### src/design/mkld_pkg.sv
// ----------------------------------------------------------------------------
// mkld_pkg: shared types and constants of the Morse key letter decoder
// Event codes, register indexes, register widths and reset values.
// ----------------------------------------------------------------------------
package mkld_pkg;

  // Event codes carried by a result request
  typedef enum logic [1:0] {
    EV_ELEMENT = 2'd0,
    EV_CORRECT = 2'd1,
    EV_WRONG   = 2'd2,
    EV_HINT    = 2'd3
  } event_kind_t;

  // Configuration register indexes
  typedef enum logic [2:0] {
    REG_DOT_MAX     = 3'd0,
    REG_LETTER_GAP  = 3'd1,
    REG_HINT_IDLE   = 3'd2,
    REG_DEBOUNCE    = 3'd3,
    REG_TGT_PATTERN = 3'd4,
    REG_TGT_LENGTH  = 3'd5
  } reg_index_t;

  localparam int unsigned CFG_DATA_W = 16;
  localparam int unsigned TICK_W     = 16;
  localparam int unsigned REL_W      = 8;
  localparam int unsigned OUT_BITS_W = 7;
  localparam int unsigned OUT_CNT_W  = 3;

  // Register reset values
  localparam logic [TICK_W-1:0]     DOT_MAX_RST    = 16'd200;
  localparam logic [TICK_W-1:0]     LETTER_GAP_RST = 16'd600;
  localparam logic [TICK_W-1:0]     HINT_IDLE_RST  = 16'd3500;
  localparam logic [REL_W-1:0]      DEBOUNCE_RST   = 8'd30;
  localparam logic [OUT_BITS_W-1:0] TGT_PAT_RST    = 7'd0;
  localparam logic [OUT_CNT_W-1:0]  TGT_LEN_RST    = 3'd1;

  localparam logic [TICK_W-1:0] TICK_SAT = '1;
  localparam logic [REL_W-1:0]  REL_SAT  = '1;

endpackage

### src/design/mkld_channels.sv
// ----------------------------------------------------------------------------
// mkld channels: valid/ready channels of the Morse key letter decoder
// One channel for key ticks and one for decoder events.
// ----------------------------------------------------------------------------
interface mkld_key_if;
  logic valid;
  logic ready;
  logic key_pressed;

  modport source (output valid, output key_pressed, input ready);
  modport sink   (input valid, input key_pressed, output ready);
endinterface

interface mkld_event_if;
  import mkld_pkg::*;

  logic                  valid;
  logic                  ready;
  event_kind_t           event_kind;
  logic                  element_dash;
  logic [OUT_BITS_W-1:0] entry_bits;
  logic [OUT_CNT_W-1:0]  entry_count;

  modport source (output valid, output event_kind, output element_dash,
                  output entry_bits, output entry_count, input ready);
  modport sink   (input valid, input event_kind, input element_dash,
                  input entry_bits, input entry_count, output ready);
endinterface

### src/design/morse_key_letter_decoder.sv
// ----------------------------------------------------------------------------
// morse_key_letter_decoder: straight key Morse letter decoder
// Times key presses into dots and dashes, collects a letter and judges it
// against a target pattern; reports element, correct, wrong and hint events.
// ----------------------------------------------------------------------------
// Usage:
//   key_in carries one request per millisecond tick with the key level.
//   event_out carries at most one event per tick: element added (with the
//   dot/dash and the entry so far), letter correct, letter wrong, or hint.
//   The cfg port writes the six timing and target registers; write them
//   only while no tick is in flight.
// Timing:
//   A tick is captured in an input register, then decoded in one pass into
//   the state and the event register, which drives event_out. One tick is
//   accepted every cycle while no event waits untaken on event_out; the
//   single decode pass per tick sets that rate.
// Reset:
//   rst clears the key, timer and entry state, empties both registers and
//   loads the register defaults (200, 600, 3500, 30, pattern 0, length 1).
// Stall:
//   While event_out is held, a waiting event stays put and the input
//   register holds one more tick; key_in then drops ready until the event
//   is taken.
// ----------------------------------------------------------------------------
module morse_key_letter_decoder #(
  parameter int unsigned MAX_ELEMENTS = 7
) (
  input  logic                               clk,
  input  logic                               rst,
  mkld_key_if.sink                           key_in,
  mkld_event_if.source                       event_out,
  input  logic                               cfg_write_en,
  input  logic [2:0]                         cfg_index,
  input  logic [mkld_pkg::CFG_DATA_W-1:0]    cfg_data
);
  import mkld_pkg::*;

  localparam int unsigned CNT_W = $clog2(MAX_ELEMENTS + 1);

  // Configuration registers
  logic [TICK_W-1:0]     dot_max_ticks;
  logic [TICK_W-1:0]     letter_gap_ticks;
  logic [TICK_W-1:0]     hint_idle_ticks;
  logic [REL_W-1:0]      debounce_ticks;
  logic [OUT_BITS_W-1:0] target_pattern;
  logic [OUT_CNT_W-1:0]  target_length;

  // Decoder state
  logic                    key_latched, key_latched_next;
  logic                    release_pending, release_pending_next;
  logic                    hint_given, hint_given_next;
  logic [TICK_W-1:0]       press_ticks, press_ticks_next;
  logic [REL_W-1:0]        release_ticks, release_ticks_next;
  logic [TICK_W-1:0]       idle_ticks, idle_ticks_next;
  logic [MAX_ELEMENTS-1:0] entered_bits, entered_bits_next;
  logic [CNT_W-1:0]        entered_count, entered_count_next;

  // Input and event registers
  logic s1_valid;
  logic s1_key;
  logic s1_fire;
  logic out_valid;
  event_kind_t           out_kind;
  logic                  out_dash;
  logic [OUT_BITS_W-1:0] out_bits;
  logic [OUT_CNT_W-1:0]  out_count;

  // Decode results
  logic                    emit;
  event_kind_t             emit_kind;
  logic                    emit_dash;
  logic [MAX_ELEMENTS-1:0] emit_bits;
  logic [CNT_W-1:0]        emit_count;
  logic [TICK_W:0]         press_sum;
  logic [TICK_W-1:0]       press_v;
  logic [REL_W-1:0]        release_v;
  logic [TICK_W:0]         idle_sum;
  logic [TICK_W-1:0]       idle_inc;
  logic                    dash;
  logic                    mismatch;
  logic [MAX_ELEMENTS+OUT_BITS_W-1:0] tgt_wide;
  logic [MAX_ELEMENTS+OUT_BITS_W-1:0] emit_bits_wide;
  logic [CNT_W+OUT_CNT_W-1:0]         emit_count_wide;

  // Handshake
  assign s1_fire       = s1_valid && (!out_valid || event_out.ready);
  assign key_in.ready  = !s1_valid || s1_fire;

  assign event_out.valid        = out_valid;
  assign event_out.event_kind   = out_kind;
  assign event_out.element_dash = out_dash;
  assign event_out.entry_bits   = out_bits;
  assign event_out.entry_count  = out_count;

  // Write configuration registers
  always_ff @(posedge clk) begin
    if (rst) begin
      dot_max_ticks    <= DOT_MAX_RST;
      letter_gap_ticks <= LETTER_GAP_RST;
      hint_idle_ticks  <= HINT_IDLE_RST;
      debounce_ticks   <= DEBOUNCE_RST;
      target_pattern   <= TGT_PAT_RST;
      target_length    <= TGT_LEN_RST;
    end else if (cfg_write_en) begin
      case (reg_index_t'(cfg_index))
        REG_DOT_MAX:     dot_max_ticks    <= cfg_data;
        REG_LETTER_GAP:  letter_gap_ticks <= cfg_data;
        REG_HINT_IDLE:   hint_idle_ticks  <= cfg_data;
        REG_DEBOUNCE:    debounce_ticks   <= cfg_data[REL_W-1:0];
        REG_TGT_PATTERN: target_pattern   <= cfg_data[OUT_BITS_W-1:0];
        REG_TGT_LENGTH:  target_length    <= cfg_data[OUT_CNT_W-1:0];
        default: ;
      endcase
    end
  end

  // Saturating idle increment
  assign idle_sum = {1'b0, idle_ticks} + (TICK_W+1)'(1);
  assign idle_inc = idle_sum[TICK_W] ? TICK_SAT : idle_sum[TICK_W-1:0];

  assign tgt_wide = {{MAX_ELEMENTS{1'b0}}, target_pattern};

  // Decode one tick
  always_comb begin
    key_latched_next     = key_latched;
    release_pending_next = release_pending;
    hint_given_next      = hint_given;
    press_ticks_next     = press_ticks;
    release_ticks_next   = release_ticks;
    idle_ticks_next      = idle_ticks;
    entered_bits_next    = entered_bits;
    entered_count_next   = entered_count;
    emit       = 1'b0;
    emit_kind  = EV_ELEMENT;
    emit_dash  = 1'b0;
    emit_bits  = '0;
    emit_count = '0;
    press_sum  = '0;
    press_v    = press_ticks;
    release_v  = release_ticks;
    dash       = 1'b0;
    mismatch   = 1'b0;

    if (s1_key) begin
      // Pressed: start an element or extend it, folding in any jitter gap
      if (!key_latched) begin
        key_latched_next = 1'b1;
        press_ticks_next = '0;
        hint_given_next  = 1'b0;
      end else begin
        if (release_pending) begin
          press_sum = {1'b0, press_ticks} + (TICK_W+1)'(release_ticks)
                      + (TICK_W+1)'(1);
        end else begin
          press_sum = {1'b0, press_ticks} + (TICK_W+1)'(1);
        end
        press_ticks_next = press_sum[TICK_W] ? TICK_SAT : press_sum[TICK_W-1:0];
      end
      release_pending_next = 1'b0;
      idle_ticks_next      = '0;
    end else if (key_latched) begin
      // Released: count debounce, then close the element
      if (!release_pending) begin
        release_pending_next = 1'b1;
        release_v = '0;
        press_sum = {1'b0, press_ticks} + (TICK_W+1)'(1);
        press_v   = press_sum[TICK_W] ? TICK_SAT : press_sum[TICK_W-1:0];
      end else if (release_ticks != REL_SAT) begin
        release_v = release_ticks + REL_W'(1);
      end
      release_ticks_next = release_v;
      press_ticks_next   = press_v;
      if (release_v >= debounce_ticks) begin
        dash = (press_v >= dot_max_ticks);
        key_latched_next     = 1'b0;
        release_pending_next = 1'b0;
        idle_ticks_next      = '0;
        if (entered_count < CNT_W'(MAX_ELEMENTS)) begin
          entered_bits_next  = entered_bits | (MAX_ELEMENTS'(dash) << entered_count);
          entered_count_next = entered_count + CNT_W'(1);
          emit       = 1'b1;
          emit_kind  = EV_ELEMENT;
          emit_dash  = dash;
          emit_bits  = entered_bits_next;
          emit_count = entered_count_next;
        end
      end else begin
        idle_ticks_next = idle_inc;
      end
    end else begin
      idle_ticks_next = idle_inc;
    end

    // Judge the letter after a long enough gap
    if (!emit && !key_latched_next && (entered_count_next != '0) &&
        (idle_ticks_next > letter_gap_ticks)) begin
      for (int i = 0; i < MAX_ELEMENTS; i++) begin
        if (i < int'(entered_count_next)) begin
          mismatch = mismatch | (entered_bits_next[i] ^ tgt_wide[i]);
        end
      end
      emit       = 1'b1;
      emit_kind  = (!mismatch && (entered_count_next == CNT_W'(target_length))) ?
                   EV_CORRECT : EV_WRONG;
      emit_bits  = entered_bits_next;
      emit_count = entered_count_next;
      entered_bits_next  = '0;
      entered_count_next = '0;
      idle_ticks_next    = '0;
      hint_given_next    = 1'b0;
    end

    // Give one hint after a long idle with nothing entered
    if (!emit && !key_latched_next && (entered_count_next == '0) && !hint_given_next &&
        (idle_ticks_next > hint_idle_ticks)) begin
      emit            = 1'b1;
      emit_kind       = EV_HINT;
      hint_given_next = 1'b1;
      idle_ticks_next = '0;
    end
  end

  assign emit_bits_wide  = {{OUT_BITS_W{1'b0}}, emit_bits};
  assign emit_count_wide = {{OUT_CNT_W{1'b0}}, emit_count};

  // Capture the tick request
  always_ff @(posedge clk) begin
    if (rst) begin
      s1_valid <= 1'b0;
    end else if (key_in.valid && key_in.ready) begin
      s1_valid <= 1'b1;
    end else if (s1_fire) begin
      s1_valid <= 1'b0;
    end
  end

  always_ff @(posedge clk) begin
    if (key_in.valid && key_in.ready) begin
      s1_key <= key_in.key_pressed;
    end
  end

  // Advance decoder state
  always_ff @(posedge clk) begin
    if (rst) begin
      key_latched     <= 1'b0;
      release_pending <= 1'b0;
      hint_given      <= 1'b0;
      press_ticks     <= '0;
      release_ticks   <= '0;
      idle_ticks      <= '0;
      entered_bits    <= '0;
      entered_count   <= '0;
    end else if (s1_fire) begin
      key_latched     <= key_latched_next;
      release_pending <= release_pending_next;
      hint_given      <= hint_given_next;
      press_ticks     <= press_ticks_next;
      release_ticks   <= release_ticks_next;
      idle_ticks      <= idle_ticks_next;
      entered_bits    <= entered_bits_next;
      entered_count   <= entered_count_next;
    end
  end

  // Load or drop the event register
  always_ff @(posedge clk) begin
    if (rst) begin
      out_valid <= 1'b0;
    end else if (s1_fire && emit) begin
      out_valid <= 1'b1;
    end else if (event_out.ready) begin
      out_valid <= 1'b0;
    end
  end

  always_ff @(posedge clk) begin
    if (s1_fire && emit) begin
      out_kind  <= emit_kind;
      out_dash  <= emit_dash;
      out_bits  <= emit_bits_wide[OUT_BITS_W-1:0];
      out_count <= emit_count_wide[OUT_CNT_W-1:0];
    end
  end

  // Checks on decoder state and events
  a_count_bound: assert property (@(posedge clk) disable iff (rst)
    entered_count <= CNT_W'(MAX_ELEMENTS))
    else $error("entry count above capacity");

  a_pending_latched: assert property (@(posedge clk) disable iff (rst)
    release_pending |-> key_latched)
    else $error("release pending without a latched key");

  a_hint_empty: assert property (@(posedge clk) disable iff (rst)
    hint_given |-> (entered_count == '0))
    else $error("hint flag set with a non-empty entry");

  a_hint_payload: assert property (@(posedge clk) disable iff (rst)
    (out_valid && (out_kind == EV_HINT)) |-> ((out_bits == '0) && (out_count == '0)))
    else $error("hint event carries an entry");

  a_event_source: assert property (@(posedge clk) disable iff (rst)
    (out_valid && !$past(out_valid)) |-> $past(s1_fire))
    else $error("event appeared without a decoded tick");

endmodule

### src/flat_wrapper.sv
// flat-port wrapper written by rule: the top's interface ports become plain ports
module morse_key_letter_decoder_flat import mkld_pkg::*;
#(
  parameter int unsigned MAX_ELEMENTS = 7
)
  (clk, rst, cfg_write_en, cfg_index, cfg_data, key_in_valid, key_in_key_pressed, key_in_ready, event_out_valid, event_out_event_kind, event_out_element_dash, event_out_entry_bits, event_out_entry_count, event_out_ready);
  mkld_key_if key_in_i ();
  mkld_event_if event_out_i ();
  input  logic clk;
  input  logic rst;
  input  logic cfg_write_en;
  input  logic [2:0] cfg_index;
  input  logic [mkld_pkg::CFG_DATA_W-1:0] cfg_data;
  input wire logic [$bits(key_in_i.valid)-1:0] key_in_valid;
  input wire logic [$bits(key_in_i.key_pressed)-1:0] key_in_key_pressed;
  output wire logic [$bits(key_in_i.ready)-1:0] key_in_ready;
  output wire logic [$bits(event_out_i.valid)-1:0] event_out_valid;
  output wire logic [$bits(event_out_i.event_kind)-1:0] event_out_event_kind;
  output wire logic [$bits(event_out_i.element_dash)-1:0] event_out_element_dash;
  output wire logic [$bits(event_out_i.entry_bits)-1:0] event_out_entry_bits;
  output wire logic [$bits(event_out_i.entry_count)-1:0] event_out_entry_count;
  input wire logic [$bits(event_out_i.ready)-1:0] event_out_ready;
  assign key_in_i.valid = key_in_valid;
  assign key_in_i.key_pressed = key_in_key_pressed;
  assign key_in_ready = key_in_i.ready;
  assign event_out_valid = event_out_i.valid;
  assign event_out_event_kind = event_out_i.event_kind;
  assign event_out_element_dash = event_out_i.element_dash;
  assign event_out_entry_bits = event_out_i.entry_bits;
  assign event_out_entry_count = event_out_i.entry_count;
  assign event_out_i.ready = event_out_ready;
  morse_key_letter_decoder #(.MAX_ELEMENTS(MAX_ELEMENTS)) u_core (.clk(clk), .rst(rst), .key_in(key_in_i), .event_out(event_out_i), .cfg_write_en(cfg_write_en), .cfg_index(cfg_index), .cfg_data(cfg_data));
endmodule
### config.mk
export PLATFORM = sky130hd
export DESIGN_NAME = morse_key_letter_decoder_flat
export DESIGN_NICKNAME = d
export VERILOG_FILES = /design/src/design/mkld_pkg.sv /design/src/design/mkld_channels.sv /design/src/design/morse_key_letter_decoder.sv /design/src/flat_wrapper.sv
export SDC_FILE = /design/constraint.sdc
export NUM_CORES = 1
export LEC_CHECK = 0
export BUFFER_PORTS_ARGS = -buffer_cell sky130_fd_sc_hd__buf_2
export CORE_MARGIN = 5
export CORE_UTILIZATION = 47
export DETAILED_ROUTE_END_ITERATION = 16
export PLACE_DENSITY = 0.75
export SLEW_MARGIN = 5
export SYNTH_ARGS = -nofsm -noshare
export SYNTH_HDL_FRONTEND = slang
export SYNTH_SLANG_ARGS = --single-unit
### constraint.sdc
create_clock -name clk -period 10.6 [get_ports clk]
set_clock_uncertainty 0.1 [all_clocks]
set_input_delay 1.06 -clock clk [delete_from_list [all_inputs] [get_ports clk]]
set_output_delay 1.06 -clock clk [all_outputs]
set_load 0.005 [all_outputs]
After elaboration in Yosys (flattened, before gate mapping)
Index checks and enable logic that the tools add are counted.
{"block": "totals", "elab_cells": 176, "register_bits": 135, "inputBits": 25}
{"block": "classes", "bitwise_logic": 18, "order_cmp": 12, "n_shift": 1, "mux": 76, "n_reduce_logical": 35, "addsub": 6, "n_eq_ne": 7}
{"cell": "16-bit two-way mux", "count": 14}
{"cell": "7-bit two-way mux", "count": 10}
{"cell": "17-bit two-way mux", "count": 3}
{"cell": "16-bit by 1-bit adder with 17-bit output (second input constant)", "count": 2}
{"cell": "1-bit two-way mux", "count": 33}
{"cell": "16-bit greater-than comparator", "count": 2}
{"cell": "8-bit two-way mux", "count": 4}
{"cell": "3-bit two-way mux", "count": 10}
{"cell": "16-bit by 8-bit adder with 17-bit output", "count": 1}
{"cell": "17-bit by 1-bit adder with 17-bit output (second input constant)", "count": 1}
{"cell": "16-bit >= comparator", "count": 1}
{"cell": "2-bit AND reduction", "count": 7}
{"cell": "1-bit logical AND", "count": 11}
{"cell": "3-bit < comparator (first input constant)", "count": 3}
{"cell": "8-bit by 1-bit adder with 8-bit output (second input constant)", "count": 1}
{"cell": "8-bit >= comparator", "count": 1}
{"cell": "8-bit != test (second input constant)", "count": 1}
{"cell": "1-bit logical NOT", "count": 7}
{"cell": "7-bit bitwise OR", "count": 1}
{"cell": "1-bit by 3-bit << shifter with 7-bit output", "count": 1}
{"cell": "1-bit bitwise XOR", "count": 7}
{"cell": "3-bit by 2-bit == test with 1-bit output (second input constant)", "count": 2}
{"cell": "3-bit == test (second input constant)", "count": 2}
{"cell": "3-bit logical NOT", "count": 2}
{"cell": "14 further kinds", "count": 28}

Depth between registers and ports, before layout
{"block": "logic_depth", "ltp_word": 37, "mapped_depth": 36}

Worst setup path after synthesis
Ideal clock, no wire load.
{"block": "synth_path", "path_type": "register -> register", "start": "reg u_core.release_pending", "end": "reg u_core.out_dash (netlist: u_core.event_out.element_dash), enable pin", "required_time_ps": 10113, "period_less_slack_ps": 7387, "slack_ps": 3213, "stages_incl_launch_ff": 36, "setup_time_ps": 387, "n_path_buf": 7, "arrival_time_ps": 6900, "path_cell_list": "dfxtp_1 -> clkbuf_1 -> clkbuf_1 -> clkbuf_1 -> o21ai_0 -> a31oi_1 -> ha_1 -> o21a_1 -> nor2_1 -> o31ai_4 -> nand2_1 -> nand2_1 -> clkbuf_1 -> a21o_1 -> inv_1 -> ha_1 -> nor2b_1 -> o21ai_0 -> nand2b_1 -> a21oi_1 -> o21ai_0 -> a311oi_1 -> nor3_1 -> buf_2 -> or2_2 -> ha_1 -> nor2b_1 -> o21a_1 -> o21a_1 -> o211ai_1 -> a311oi_1 -> o211ai_2 -> o32a_1 -> buf_6 -> buf_6 -> a21oi_1"}
{"block": "synth_via", "elab_chain_cells": 19}
{"item": "from (decl)", "line": "morse_key_letter_decoder.sv:50", "rtl": "logic release_pending, release_pending_next;"}
{"item": "from (signal assigned)", "line": "morse_key_letter_decoder.sv:256", "rtl": "release_pending <= release_pending_next;"}
{"item": "8-bit two-way mux (*)", "line": "morse_key_letter_decoder.sv:163", "rtl": "if (!release_pending) begin"}
{"item": "8-bit two-way mux (*)", "line": "morse_key_letter_decoder.sv:161", "rtl": "end else if (key_latched) begin"}
{"item": "8-bit two-way mux (*)", "line": "morse_key_letter_decoder.sv:144", "rtl": "if (s1_key) begin"}
{"item": "8-bit >= comparator (*)", "line": "morse_key_letter_decoder.sv:173", "rtl": "if (release_v >= debounce_ticks) begin"}
{"item": "branches (longest 13 deep; another with 16-bit greater-than comparator)"}
{"item": "1-bit two-way mux (*)", "line": "morse_key_letter_decoder.sv:214", "rtl": "if (!emit && !key_latched_next && (entered_count_next == '0) && !hint_given_next &&"}
{"item": "1-bit logical AND (*)", "line": "morse_key_letter_decoder.sv:278", "rtl": "if (s1_fire && emit) begin"}
{"item": "to (signal assigned)", "line": "morse_key_letter_decoder.sv:280", "rtl": "out_dash <= emit_dash;"}
{"item": "to (decl)", "line": "morse_key_letter_decoder.sv:64", "rtl": "logic out_dash;"}
Mark *: on every way between the ends. The select of a mux whose other input is x is not followed.
A chain may end at the register's enable or synchronous reset.

Worst setup path in the final report
{"block": "layout_path", "start": "reg u_core.release_ticks[3]", "end": "reg u_core.out_bits[2] (netlist: u_core.event_out.entry_bits[2]), enable pin"}
{"block": "layout_via", "elab_chain_cells": 21}
{"item": "from (decl)", "line": "morse_key_letter_decoder.sv:53", "rtl": "logic [REL_W-1:0] release_ticks, release_ticks_next;"}
{"item": "from (signal assigned)", "line": "morse_key_letter_decoder.sv:259", "rtl": "release_ticks <= release_ticks_next;"}
{"item": "8-bit by 1-bit adder with 8-bit output or 8-bit != test (tied branches)", "line": "morse_key_letter_decoder.sv:169, morse_key_letter_decoder.sv:168"}
{"item": "8-bit two-way mux (*)", "line": "morse_key_letter_decoder.sv:168", "rtl": "end else if (release_ticks != REL_SAT) begin"}
{"item": "8-bit two-way mux (*)", "line": "morse_key_letter_decoder.sv:163"}
{"item": "8-bit two-way mux (*)", "line": "morse_key_letter_decoder.sv:161"}
{"item": "8-bit two-way mux (*)", "line": "morse_key_letter_decoder.sv:144"}
{"item": "8-bit >= comparator (*)", "line": "morse_key_letter_decoder.sv:173"}
{"item": "branches (longest 13 deep; another with 16-bit greater-than comparator)"}
{"item": "1-bit two-way mux (*)", "line": "morse_key_letter_decoder.sv:214"}
{"item": "1-bit logical AND (*)", "line": "morse_key_letter_decoder.sv:278"}
{"item": "to (signal assigned)", "line": "morse_key_letter_decoder.sv:281", "rtl": "out_bits <= emit_bits_wide[OUT_BITS_W-1:0];"}
{"item": "to (decl)", "line": "morse_key_letter_decoder.sv:65", "rtl": "logic [OUT_BITS_W-1:0] out_bits;"}
Marked as above.

==> reports/metrics.csv <==
stage,metric,value,unit
status,status,"finished, final reports clean",
logic_synthesis,yosys warns,0,
sta,"Setup violations, final",0,
die,top-level I/O count,40,
worst_setup_path,crit path DAT,8.74,ns
logic_synthesis,Synth async-reset ratio,0,%
worst_setup_path,Setup CP Type,reg2reg,
global_route,largest net degree at the start of global routing,102,
cells_and_area,Nets,1226,
drt,routed vias,8093,
drt,Routed WL per cell,17.2,um
logic_synthesis,Synth top area share,27.7,%
sta,post-layout min period,8.80,ns
placed_design,Port-buffer cells,39,
clock_network,Max H-tree Level,4,
worst_setup_path,Crit. End Element,flip-flop,
logic_synthesis,cell taking the most area after synthesis,dfxtp_1,
worst_setup_path,"Top cell by count, worst path",a21oi_1,
die,Initial Util,48.2,%
sta,fraction of the cycle the final worst path needs,83.1,%
drt,WL final,23.7,mm
sta,slew margin rel.,20.2,%
power_and_ir_drop,Final Total Pwr,1.28,mW
global_route,global-route wire length before repair,38.7,mm
sta,Max Freq,0.114,GHz
clock_network,Worst-Skew Late Latency,0.42,ns
drt,initial DRC count,734,
cells_and_area,sequential cell area,2840,um2
clock_network,Root Driver,clkbuf_16,
logic_synthesis,syn_nets,1221,
logic_synthesis,post-synthesis cell type count,72,
drt,first-pass iteration count of the detailed router,6,
global_route,initial antenna violation count,0,
cells_and_area,most frequent cells in the layout,"nand2_1, dfxtp_1, a21oi_1, nor2_1, inv_1",
worst_setup_path,crit start category,flip-flop,
sta,"Hold Vio Cnt, Final",0,
drt,antenna-violating nets left,0,
global_route,gr usage total,22.1,%
sta,setup TNS,0,ns
logic_synthesis,Post-Syn Area,8740,um2
clock_network,setup bufs post-CTS,0,
cells_and_area,share of layout cells above drive strength 1,8.83,%
logic_synthesis,ys flop type,dfxtp_1,
job,max cap viols,0,
die,chip width,146,um
clock_network,CTS max path bufs,2,
sta,Worst Tran Pin Value,1.20,ns
cells_and_area,number of fill cells,1697,
clock_network,Resized Gates After CTS,0,
global_route,number of global-route vias before repair,7334,
clock_network,CTS tree,built,
worst_setup_path,CP max-delay cell,a21oi_1,
clock_network,Post-CTS Hold Fix Bufs,0,
clock_network,"CTS clk-pin slew, worst paths",0.06,ns
sta,Pins Over Slew Limit,0,
global_route,GRT overflow,0,
placed_design,gp weighted congestion,0.917,
sta,RSZ-0062 raised after global routing,no,
logic_synthesis,"Avg Cell Area, Syn",7.75,um2
worst_setup_path,WP data required,10.53,ns
die,DIE HEIGHT,146,um
hold_path,hold crit path type,reg2reg,
die,Core ar.,18100,um2
power_and_ir_drop,Cell Pwr Density,132,nW/um2
hold_path,hold depth,2,
power_and_ir_drop,LEAKAGE,3.87,nW
logic_synthesis,Seq cells post-synth,135,
logic_synthesis,"Seq/Total Area, Yosys",32.5,%
drt,DR vias/cell,5.89,
die,placement row count,49,
logic_synthesis,"top cells by area, synth","dfxtp_1, ha_1, nand2_1",
power_and_ir_drop,Worst VDD drop,0.166,mV
worst_setup_path,CP max FO,19,
clock_network,CTS Buf Count,17,
cells_and_area,Area Overhead vs Synth,10.8,%
worst_setup_path,Reg2Reg Depth,32,
logic_synthesis,number of synthesized flops with an enable pin,14,
worst_setup_path,Slowest Stage Delay on Critical Path,1.04,ns
cells_and_area,antenna cells,0,
logic_synthesis,Post-Synthesis Cells,1127,
cells_and_area,"commonest non-fill, non-tap cell in the layout",nand2_1,
clock_network,clock sinks,135,
die,DIE AREA,21400,um2
placed_design,DP HPWL,17.3,mm
drt,DRC violations left,0,
cells_and_area,area of the multi-input gates,5390,um2
## cell type report
cell class	count	share of cell area [%]
Clock buffer	20	4.95
Clock inverter	11	1.87
Inverter	69	2.67
Multi-Input combinational cell	864	55.7
Sequential cell	135	29.4
Tap cell	229	2.96
Timing Repair Buffer	45	2.51
## cells by family (layout without fill, tap and decap cells)
kind of cell	count (synthesis)	after routing	synth area share, %
DFF	135	135	32.5
buffers and inverters	128	145	5.83
muxes	23	23	2.69
xor gates and xnor gates	32	32	3.21
AOI/OAI and AO/OA	284	284	21.6
adders and majority gates	69	69	9.97
and+or+nand+nor	456	456	24.2
## Yosys cell counts, types with 3 or more instances
library cell and number:
a311oi_1 5, buf_2 3, dfxtp_1 121, o21a_1 17, nor3_1 31, inv_1 69
a32o_1 15, o211ai_1 6, a31oi_1 13, and3_1 13, mux2i_1 19, or2_2 9
a22oi_1 3, a21oi_1 106, ha_1 68, o31ai_1 4, nand3_1 43, and2_1 13
nor2_1 105, nand4_1 18, edfxtp_1 14, or3_1 6, o2bb2ai_1 4, mux2_2 4
xor2_1 14, clkbuf_1 50, nand2b_1 9, o22ai_1 5, o21ai_0 40, nand3b_1 5
a211oi_1 11, a21o_1 11, a211o_1 18, xnor2_1 18, nor2b_1 26, nand2_1 167
## worst paths after layout
path | from | to | slack (ns)
worst min register to register | u_core.letter_gap_ticks[13]$_SDFFE_PP0P_ | u_core.letter_gap_ticks[13]$_SDFFE_PP0P_ | 0.35
worst min-delay path | u_core.letter_gap_ticks[13]$_SDFFE_PP0P_ | u_core.letter_gap_ticks[13]$_SDFFE_PP0P_ | 0.35
worst max-delay path | u_core.release_ticks[3]$_SDFFE_PP0P_ | u_core.event_out.entry_bits[2]$_DFFE_PP_ | 1.80
worst max register to register | u_core.release_ticks[3]$_SDFFE_PP0P_ | u_core.event_out.entry_bits[2]$_DFFE_PP_ | 1.80
## layer usage
layer,track usage [%],share of wire (%)
met3,4.96,6.7
met1,32.2,48
met5,0,0
met4,4.56,1.0
met2,33.6,45
## sequential cells by signal, indices dropped and copies added (netlist names), 7 cells and up
name                         cells
u_core.dot_max_ticks            16
u_core.hint_idle_ticks          16
u_core.idle_ticks               16
u_core.letter_gap_ticks         16
u_core.press_ticks              16
u_core.debounce_ticks            8
u_core.release_ticks             8
u_core.entered_bits              7
u_core.event_out.entry_bits      7
u_core.target_pattern            7
## worst max-delay path: cells and delay by family (launching register included)
| kind | cells | cell delay [ns] |
|---|---|---|
| adder cells (fa/ha/maj) | 3 | 0.83 |
| buffers and inverters | 1 | 0.25 |
| AO/OA/AOI/OAI | 16 | 4.50 |
| XOR/XNOR | 1 | 0.15 |
| flip-flops | 1 | 0.44 |
| AND/OR/NAND/NOR | 11 | 2.12 |
## report_power, final
| part | total [mW] | internal (mW) | switching, mW |
|---|---|---|---|
| Combinational | 0.0889 | 0.0301 | 0.0587 |
| Clock | 0.658 | 0.425 | 0.233 |
| Sequential | 0.535 | 0.524 | 0.0109 |
| Total | 1.28 | 0.979 | 0.303 |
## stage by stage
stage / util, % / instances / hold WS (ns) / cell area, um2 / setup slack [ns]
after floorplan: - / 1127 / 0.336 / 8740 / 3.21
after global placement: 49.7 / 1342 / 0.343 / 9020 / 2.27
after detailed placement: 49.7 / 1342 / 0.346 / 9020 / 1.95
after CTS: 53.4 / 1373 / 0.354 / 9680 / 1.87
after global routing: 53.4 / 1373 / 0.366 / 9680 / 1.10
final: 53.4 / 1373 / 0.351 / 9680 / 1.80
No activity file was read; power rests on OpenSTA's default activity.
